<file path="src/rtl/core/segsub_pkg.sv">
// shared types and constants for the segment box subdivider
package segsub_pkg;

  localparam int COORD_W     = 32;
  localparam int NUM_AXES    = 3;
  localparam int NUM_LANES   = 2 * NUM_AXES;
  localparam int NUM_IN      = 2 * NUM_LANES;
  localparam int MAX_SEG     = 64;
  localparam int CNT_W       = 7;
  localparam int IDX_W       = 6;
  localparam int STEP_W      = COORD_W + 2;
  localparam int DIV_RADIX_BITS = 4;
  localparam int DIV_CYCLES  = COORD_W / DIV_RADIX_BITS;
  localparam int DIV_CNT_W   = $clog2(DIV_CYCLES);

  localparam int IN_DATA_W   = NUM_IN * COORD_W;
  localparam int OUT_RAW_W   = NUM_LANES * COORD_W + IDX_W;
  localparam int OUT_DATA_W  = ((OUT_RAW_W + 7) / 8) * 8;

  localparam int APB_ADDR_W  = 3;
  localparam int APB_DATA_W  = 32;
  localparam logic REG_N_SEGMENTS = 1'b0;

  typedef enum logic [1:0] {
    ST_IDLE,
    ST_DIV,
    ST_FIX,
    ST_SLICE
  } segsub_state_t;

  typedef struct packed {
    logic             load;
    logic             div_step;
    logic             fix;
    logic             advance;
    logic [IDX_W-1:0] k;
    logic             last;
    logic [CNT_W-1:0] n;
  } segsub_cmd_t;

  typedef struct packed {
    logic out_stall;
  } segsub_status_t;

endpackage

</file>
<file path="src/rtl/core/segsub_lane.sv">
// one bound lane: per-link floor division of the span, then stepping per slice
module segsub_lane (
  input  logic                               clk,
  input  segsub_pkg::segsub_cmd_t            cmd,
  input  logic signed [segsub_pkg::COORD_W-1:0] p,
  input  logic signed [segsub_pkg::COORD_W-1:0] d,
  output logic signed [segsub_pkg::COORD_W-1:0] v_cur,
  output logic signed [segsub_pkg::COORD_W-1:0] v_next
);

  logic [segsub_pkg::COORD_W-1:0]       dvd;
  logic [segsub_pkg::CNT_W-1:0]         rem;
  logic                                 neg;
  logic signed [segsub_pkg::STEP_W-1:0] qstep;
  logic [segsub_pkg::CNT_W-1:0]         rstep;
  logic [segsub_pkg::CNT_W-1:0]         r_cur;

  logic signed [segsub_pkg::COORD_W:0]  delta;
  logic signed [segsub_pkg::COORD_W:0]  delta_neg;
  logic [segsub_pkg::COORD_W-1:0]       dvd_step;
  logic [segsub_pkg::CNT_W-1:0]         rem_step;
  logic [segsub_pkg::CNT_W:0]           r_sum;
  logic                                 carry;
  logic [segsub_pkg::CNT_W-1:0]         r_next;
  logic signed [segsub_pkg::STEP_W-1:0] v_sum;
  logic [segsub_pkg::STEP_W-1:0]        qmag;

  assign delta     = {d[segsub_pkg::COORD_W-1], d} - {p[segsub_pkg::COORD_W-1], p};
  assign delta_neg = -delta;

  // restoring division, a few quotient bits per cycle
  always_comb begin
    dvd_step = dvd;
    rem_step = rem;
    for (int i = 0; i < segsub_pkg::DIV_RADIX_BITS; i++) begin
      rem_step = {rem_step[segsub_pkg::CNT_W-2:0], dvd_step[segsub_pkg::COORD_W-1]};
      dvd_step = {dvd_step[segsub_pkg::COORD_W-2:0], 1'b0};
      if (rem_step >= cmd.n) begin
        rem_step    = rem_step - cmd.n;
        dvd_step[0] = 1'b1;
      end
    end
  end

  assign qmag = {2'b00, dvd};

  // next bound: add the step quotient and carry the remainder
  assign r_sum  = {1'b0, r_cur} + {1'b0, rstep};
  assign carry  = (r_sum >= {1'b0, cmd.n});
  assign r_next = carry ? segsub_pkg::CNT_W'(r_sum - {1'b0, cmd.n})
                        : r_sum[segsub_pkg::CNT_W-1:0];
  assign v_sum  = {{2{v_cur[segsub_pkg::COORD_W-1]}}, v_cur} + qstep
                  + segsub_pkg::STEP_W'(carry);
  assign v_next = v_sum[segsub_pkg::COORD_W-1:0];

  always_ff @(posedge clk) begin
    if (cmd.load) begin
      neg   <= delta[segsub_pkg::COORD_W];
      dvd   <= delta[segsub_pkg::COORD_W] ? delta_neg[segsub_pkg::COORD_W-1:0]
                                          : delta[segsub_pkg::COORD_W-1:0];
      rem   <= '0;
      v_cur <= p;
      r_cur <= '0;
    end else if (cmd.div_step) begin
      dvd <= dvd_step;
      rem <= rem_step;
    end else if (cmd.fix) begin
      // turn the magnitude quotient into a floor quotient with remainder in [0, n)
      if (!neg) begin
        qstep <= qmag;
        rstep <= rem;
      end else if (rem == '0) begin
        qstep <= -qmag;
        rstep <= '0;
      end else begin
        qstep <= ~qmag;
        rstep <= cmd.n - rem;
      end
    end else if (cmd.advance) begin
      v_cur <= v_next;
      r_cur <= r_next;
    end
  end

endmodule

</file>
<file path="src/rtl/core/segsub_datapath.sv">
// six bound lanes, slice min/max and the output register
module segsub_datapath (
  input  logic                                clk,
  input  logic                                rst,
  input  segsub_pkg::segsub_cmd_t             cmd,
  output segsub_pkg::segsub_status_t          status,
  input  logic [segsub_pkg::IN_DATA_W-1:0]    in_data,
  output logic                                out_valid,
  input  logic                                out_ready,
  output logic [segsub_pkg::OUT_DATA_W-1:0]   out_data,
  output logic                                out_last
);

  logic signed [segsub_pkg::COORD_W-1:0] v_cur  [segsub_pkg::NUM_LANES];
  logic signed [segsub_pkg::COORD_W-1:0] v_next [segsub_pkg::NUM_LANES];
  logic signed [segsub_pkg::COORD_W-1:0] bound  [segsub_pkg::NUM_LANES];
  logic signed [segsub_pkg::COORD_W-1:0] out_coord [segsub_pkg::NUM_LANES];
  logic [segsub_pkg::IDX_W-1:0]          out_idx;

  for (genvar i = 0; i < segsub_pkg::NUM_LANES; i++) begin : g_lane
    segsub_lane u_lane (
      .clk    (clk),
      .cmd    (cmd),
      .p      (in_data[i*segsub_pkg::COORD_W +: segsub_pkg::COORD_W]),
      .d      (in_data[(i+segsub_pkg::NUM_LANES)*segsub_pkg::COORD_W +: segsub_pkg::COORD_W]),
      .v_cur  (v_cur[i]),
      .v_next (v_next[i])
    );

    // lower bounds take the minimum, upper bounds the maximum
    if (i < segsub_pkg::NUM_AXES) begin : g_lo
      assign bound[i] = (v_next[i] < v_cur[i]) ? v_next[i] : v_cur[i];
    end else begin : g_hi
      assign bound[i] = (v_next[i] > v_cur[i]) ? v_next[i] : v_cur[i];
    end

    assign out_data[i*segsub_pkg::COORD_W +: segsub_pkg::COORD_W] = out_coord[i];
  end

  assign out_data[segsub_pkg::NUM_LANES*segsub_pkg::COORD_W +: segsub_pkg::IDX_W] = out_idx;
  assign out_data[segsub_pkg::OUT_DATA_W-1:segsub_pkg::OUT_RAW_W] = '0;

  assign status.out_stall = out_valid && !out_ready;

  always_ff @(posedge clk) begin
    if (cmd.advance) begin
      for (int i = 0; i < segsub_pkg::NUM_LANES; i++) begin
        out_coord[i] <= bound[i];
      end
      out_idx  <= cmd.k;
      out_last <= cmd.last;
    end
  end

  always_ff @(posedge clk) begin
    if (rst) begin
      out_valid <= 1'b0;
    end else if (cmd.advance) begin
      out_valid <= 1'b1;
    end else if (out_ready) begin
      out_valid <= 1'b0;
    end
  end

endmodule

</file>
<file path="src/rtl/core/segsub_ctrl.sv">
// controller: accept, divide, fix up, then one slice per output transfer
module segsub_ctrl (
  input  logic                          clk,
  input  logic                          rst,
  input  logic [segsub_pkg::CNT_W-1:0]  n_segments,
  input  logic                          in_valid,
  output logic                          in_ready,
  input  segsub_pkg::segsub_status_t    status,
  output segsub_pkg::segsub_cmd_t       cmd
);

  segsub_pkg::segsub_state_t         state, state_next;
  logic [segsub_pkg::DIV_CNT_W-1:0]  cnt, cnt_next;
  logic [segsub_pkg::IDX_W-1:0]      k, k_next;
  logic [segsub_pkg::CNT_W-1:0]      n, n_next;
  logic [segsub_pkg::CNT_W-1:0]      n_eff;

  // zero acts as one, anything above the maximum is clamped
  always_comb begin
    if (n_segments == '0) begin
      n_eff = segsub_pkg::CNT_W'(1);
    end else if (n_segments > segsub_pkg::CNT_W'(segsub_pkg::MAX_SEG)) begin
      n_eff = segsub_pkg::CNT_W'(segsub_pkg::MAX_SEG);
    end else begin
      n_eff = n_segments;
    end
  end

  always_comb begin
    state_next   = state;
    cnt_next     = cnt;
    k_next       = k;
    n_next       = n;
    in_ready     = 1'b0;
    cmd.load     = 1'b0;
    cmd.div_step = 1'b0;
    cmd.fix      = 1'b0;
    cmd.advance  = 1'b0;
    cmd.k        = k;
    cmd.n        = n;
    cmd.last     = (({1'b0, k} + segsub_pkg::CNT_W'(1)) == n);
    case (state)
      segsub_pkg::ST_IDLE: begin
        in_ready = 1'b1;
        if (in_valid) begin
          cmd.load   = 1'b1;
          n_next     = n_eff;
          cnt_next   = '0;
          state_next = segsub_pkg::ST_DIV;
        end
      end
      segsub_pkg::ST_DIV: begin
        cmd.div_step = 1'b1;
        cnt_next     = cnt + segsub_pkg::DIV_CNT_W'(1);
        if (cnt == segsub_pkg::DIV_CNT_W'(segsub_pkg::DIV_CYCLES - 1)) begin
          state_next = segsub_pkg::ST_FIX;
        end
      end
      segsub_pkg::ST_FIX: begin
        cmd.fix    = 1'b1;
        k_next     = '0;
        state_next = segsub_pkg::ST_SLICE;
      end
      segsub_pkg::ST_SLICE: begin
        if (!status.out_stall) begin
          cmd.advance = 1'b1;
          if (cmd.last) begin
            state_next = segsub_pkg::ST_IDLE;
          end else begin
            k_next = k + segsub_pkg::IDX_W'(1);
          end
        end
      end
      default: begin
        state_next = segsub_pkg::ST_IDLE;
      end
    endcase
  end

  always_ff @(posedge clk) begin
    if (rst) begin
      state <= segsub_pkg::ST_IDLE;
      cnt   <= '0;
      k     <= '0;
      n     <= segsub_pkg::CNT_W'(1);
    end else begin
      state <= state_next;
      cnt   <= cnt_next;
      k     <= k_next;
      n     <= n_next;
    end
  end

endmodule

</file>
<file path="src/rtl/core/segment_box_subdivider.sv">
// Splits a link given as proximal and distal Q16.16 boxes into n_segments slice boxes.
// A link is handled in steps: the controller takes the transfer, a 4-bit-per-cycle divider
// splits each of the six bound spans by n into a quotient and remainder, a fix-up state
// turns them into floor form, then an add-and-carry stepper in each lane gives one slice
// per cycle while the output is not stalled. Slices leave through a single output
// register and m_tlast marks the final slice. The next link is taken the cycle after the
// last slice enters the output register. n_segments of 0 acts as 1, above 64 as 64.
module segment_box_subdivider (
  input  logic                                clk,
  input  logic                                rst,
  // apb configuration
  input  logic                                psel,
  input  logic                                penable,
  input  logic                                pwrite,
  input  logic [segsub_pkg::APB_ADDR_W-1:0]   paddr,
  input  logic [segsub_pkg::APB_DATA_W-1:0]   pwdata,
  output logic [segsub_pkg::APB_DATA_W-1:0]   prdata,
  output logic                                pready,
  // input stream
  input  logic                                s_tvalid,
  output logic                                s_tready,
  // prox_lo_x, prox_lo_y, prox_lo_z, prox_hi_x, prox_hi_y, prox_hi_z,
  // dist_lo_x, dist_lo_y, dist_lo_z, dist_hi_x, dist_hi_y, dist_hi_z (32 bits each)
  input  logic [segsub_pkg::IN_DATA_W-1:0]    s_tdata,
  // output stream
  output logic                                m_tvalid,
  input  logic                                m_tready,
  // out_lo_x, out_lo_y, out_lo_z, out_hi_x, out_hi_y, out_hi_z (32 bits each),
  // slice_index (6 bits), zero fill (2 bits)
  output logic [segsub_pkg::OUT_DATA_W-1:0]   m_tdata,
  output logic                                m_tlast
);

  logic [segsub_pkg::CNT_W-1:0] n_segments;
  segsub_pkg::segsub_cmd_t      cmd;
  segsub_pkg::segsub_status_t   status;

  assign pready = 1'b1;

  always_ff @(posedge clk) begin
    if (rst) begin
      n_segments <= segsub_pkg::CNT_W'(1);
    end else if (psel && penable && pwrite && pready
                 && paddr[2] == segsub_pkg::REG_N_SEGMENTS) begin
      n_segments <= pwdata[segsub_pkg::CNT_W-1:0];
    end
  end

  assign prdata = (paddr[2] == segsub_pkg::REG_N_SEGMENTS)
                  ? segsub_pkg::APB_DATA_W'(n_segments) : '0;

  segsub_ctrl u_ctrl (
    .clk        (clk),
    .rst        (rst),
    .n_segments (n_segments),
    .in_valid   (s_tvalid),
    .in_ready   (s_tready),
    .status     (status),
    .cmd        (cmd)
  );

  segsub_datapath u_datapath (
    .clk       (clk),
    .rst       (rst),
    .cmd       (cmd),
    .status    (status),
    .in_data   (s_tdata),
    .out_valid (m_tvalid),
    .out_ready (m_tready),
    .out_data  (m_tdata),
    .out_last  (m_tlast)
  );

`ifndef SYNTHESIS
  // the final slice of a link carries index n - 1
  a_last_index: assert property (@(posedge clk) disable iff (rst)
    cmd.advance && cmd.last |=>
      ({1'b0, m_tdata[segsub_pkg::NUM_LANES*segsub_pkg::COORD_W +: segsub_pkg::IDX_W]}
       + segsub_pkg::CNT_W'(1)) == $past(cmd.n))
    else $error("last slice index does not match slice count");

  // no new link is taken while slices are still being produced
  a_no_overlap: assert property (@(posedge clk) disable iff (rst)
    !(s_tready && cmd.advance))
    else $error("input taken while slicing");

  // a slice loaded into the output register is presented the next cycle
  a_slice_shown: assert property (@(posedge clk) disable iff (rst)
    cmd.advance |=> m_tvalid)
    else $error("slice lost from output register");

  // the first slice after a link is taken has index zero
  a_first_index: assert property (@(posedge clk) disable iff (rst)
    cmd.fix |=> cmd.k == '0)
    else $error("slice index not cleared at link start");
`endif

endmodule

</file>
<file path="config.mk">
export PLATFORM = sky130hd
export DESIGN_NAME = segment_box_subdivider
export DESIGN_NICKNAME = d
export VERILOG_FILES = /design/src/rtl/core/segsub_pkg.sv /design/src/rtl/core/segsub_lane.sv /design/src/rtl/core/segsub_datapath.sv /design/src/rtl/core/segsub_ctrl.sv /design/src/rtl/core/segment_box_subdivider.sv
export SDC_FILE = /design/constraint.sdc
export NUM_CORES = 2
export LEC_CHECK = 0
export ABC_AREA = 0
export ABC_CLOCK_PERIOD_IN_PS = 24500
export BUFFER_PORTS_ARGS = -buffer_cell sky130_fd_sc_hd__buf_2
export CAP_MARGIN = 5
export CORE_MARGIN = 2
export CORE_UTILIZATION = 35
export DETAILED_ROUTE_END_ITERATION = 10
export PLACE_DENSITY = 0.51
export SYNTH_ARGS = -nofsm -noshare
export SYNTH_HDL_FRONTEND = slang
export SYNTH_SLANG_ARGS = --single-unit
</file>
<file path="constraint.sdc">
create_clock -name clk -period 24.5 [get_ports clk]
set_input_delay 4.9 -clock clk [delete_from_list [all_inputs] [get_ports clk]]
set_output_delay 4.9 -clock clk [all_outputs]
set_load 0.02 [all_outputs]
</file>
==> impl_results.md <==
- Status: finished clean
- Clock Path Buffers: 3
- Final Cycle Share: 49.0%
- Startpoint types: flop
- Max Fanout on Critical Path: 59
- GP Congestion: 0.897
- Postcts setup bufs: 0
- GRT busiest layer: met2
- CTS Hold Bufs: 0
- Ports: 662
- Yosys reg bits: slightly above 900
- First-pass GRT wire length: 380000 um
- Syn Area/Cell: around 9.0 um2
- Final Skew: 0.0354 ns
- Final design area excluding fillers: 90800 um2
- Worst EP arrival: 12.66 ns
- CTS root buffer: clkbuf_16
- Global Route met1 Usage: 27.8%
- Area growth from synthesis to layout: 12.6%
- CTS H-Tree Depth: 3
- Area after DPL: 87000 um2
- Slowest stage delay, CP: 0.98 ns
- Distinct cells, synth: a little over 100
- Cell repeated most along the worst path: o21ai_0
- Die Width: 484 um
- Slew HR: 18.9%
- Die Height: 484 um
- Inst Count DP: 12.4k
- Vias/cell: 5.36
- Unrepaired setup endpoints after global routing: false
- Final net count: 10.8k
- Drt initial violations: between 4k and 5k
- Max-Cap Viols: 0
- HP Class: reg2reg
- Cells after Synth: 8977
- Number of detailed-route iterations in the first pass: 6
- Fin crit period: 12.01 ns
- Total GRT Usage: 20.4%
- Worst skew pair latency: 0.80 ns
- Layout fillers: 23.0k
- Layout cell share with drive strength beyond 1: 11.7%
- Number of synthesized flops with an enable pin: between 800 and 900
- Post-route ant nets: 0
- Core area: around 230000 um2
- WL/cell: 19.6 um
- Final hold vios: 0
- DRC viols: 0
- Vias in the first global route: 66.4k
- Worst-margin pin slew: 1.21 ns
- # rows: around 180
- Critical-path top delay cell: a2111oi_2
- Global routing usage on met3: 2.35%
- Yosys warnings: 0
- Layout Cells excl Fill: 12.6k
- Final WL: 248000 um
- Fin. max-slew vios: 0
- Met2 usage: 33.7%
- Async set-reset flop share out of synthesis: 0%
- Crit. End Element: flop
- IO Port Bufs: about 610
- CTS tree: yes
- Cts bufs inserted: around 120
- Post-Route Setup TNS: 0 ns
- Grt total ovfl: 0
- Critical Setup Path Class: reg2reg
- Prevailing post-synth register cell: edfxtp_1
- CP required: ~25 ns
- Initial antenna violation count: 8
- Mapped Area: 80600 um2
- Final HPWL DP: 190000 um
- Final design utilization: 39.6%
- CTS-repair resized insts: 0
- Seq/Total Area, Yosys: about a third
- Largest net degree at the start of global routing: between 200 and 250
- Starting Density: 35.1%
- Die ar.: 234000 um2
- Clock sinks: 933
- Maximum clock frequency: 0.0833 GHz
- Final setup viols: 0
- Clock-pin slew on the worst setup and hold paths: 0.06 ns
- Routed vias: 67.7k
[state kept, by name (all words and copies together) (netlist names), 7 cells and up]
register,flops
u_datapath.g_lane.u_lane.dvd,192
u_datapath.g_lane.u_lane.qstep,192
u_datapath.g_lane.u_lane.v_cur,192
u_datapath.out_coord,192
u_datapath.g_lane.u_lane.r_cur,42
u_datapath.g_lane.u_lane.rem,42
u_datapath.g_lane.u_lane.rstep,42
n_segments,7
u_ctrl.n,7
[critical path, delay by kind of cell, from the launching register on]
family / cells / cell delay [ns]
adder cells (fa/ha/maj): 3 / 1.39
AO/OA/AOI/OAI: 17 / 5.62
buffers and inverters: 2 / 1.24
XOR/XNOR: 1 / 0.16
flip-flops: 1 / 0.69
AND/OR/NAND/NOR: 10 / 2.78
[cells in the mapped netlist (131+ instances only)]
master    instances  area [um2]
a21o_1          341        2560
a21oi_1         616        3080
clkbuf_1        259         972
edfxtp_1        823       24700
ha_1            868       10900
inv_1           698        2620
mux2_2          178        2000
nand2_1         901        3380
nor2_1          564        2120
nor2b_1         137         857
nor3_1          131         656
o21ai_0         826        4130
xnor2_1         582        5100
xor2_1          247        2160
[path summary, 6_finish.rpt]
kind | start | end | slack, ns | cells after the start
worst min register to register | u_datapath.g_lane[1].u_lane.r_cur[0] | u_datapath.g_lane[1].u_lane.r_cur[0] | 0.46 | 2
worst max register to register | u_ctrl.n[1] | u_datapath.out_coord[4][29] | 12.49 | 33
worst max-delay path | u_ctrl.n[1] | u_datapath.out_coord[4][29] | 12.49 | 33
worst min-delay path | u_datapath.g_lane[1].u_lane.r_cur[0] | u_datapath.g_lane[1].u_lane.r_cur[0] | 0.46 | 2
[per-layer routing]
metal  up-vias  part of all wire [%]
li1      33600                     -
met1     32200                    47
met2      1551                    46
met3       328                   4.4
met4         2                   2.8
met5         -                0.0052
[cell families (layout without fill, tap and decap cells)]
logic type	Yosys count	count (layout)	synth area share [%]
compound gates	2586	2586	20.0
simple gates	2439	2439	14.4
buf+inv	1008	1602	4.85
flops	933	933	33.4
fa+ha+maj	928	928	15.0
xor+xnor	831	831	9.06
mux	250	250	3.38
other cells	2	33	0.00931
[area by class of cell]
class / count / area (um2) / share of cell area [%]
diodes: 5 / 12.5 / 0.0138
clock buffers: 148 / 3150 / 3.47
clock inverters: 79 / 688 / 0.758
inverters: 701 / 2650 / 2.92
multi-input cells: 7062 / 50100 / 55.1
flip-flops and latches: 933 / 26900 / 29.6
well taps: 3026 / 3790 / 4.17
repair buffers: 674 / 3560 / 3.92
[layout by cell type (no fill, tap or decap), types with 44 or more instances in the layout]
cell type and count:
dfxtp_1 108, o21ai_0 826, a21o_1 341, inv_1 691, nand2b_1 115, buf_2 606
nand2_1 899, o21bai_1 50, or3_1 59, o31ai_1 91, xnor2_1 582, o21a_1 68
a31oi_1 67, o211ai_1 51, clkbuf_16 121, mux2i_1 71, and3_1 61, fa_1 60
ha_1 866, mux2_2 178, nand3_1 124, nand4_1 94, nor3_1 131, nor2_1 563
a21oi_1 614, nor2b_1 137, a211oi_1 106, edfxtp_1 823, a21boi_0 44, buf_4 67
xor2_1 247
[metrics by stage]
stage          setup WS [ns]  hold slack [ns]
2_1_floorplan           8.80            0.406
6_report               12.49            0.458
3_5_place_dp           12.39            0.451
4_1_cts                12.36            0.462
5_1_grt                11.51            0.479
3_3_place_gp           12.51            0.444
Power is not shown: default switching activity piles up to over one toggle a cycle in this logic, so the estimate is an artifact.
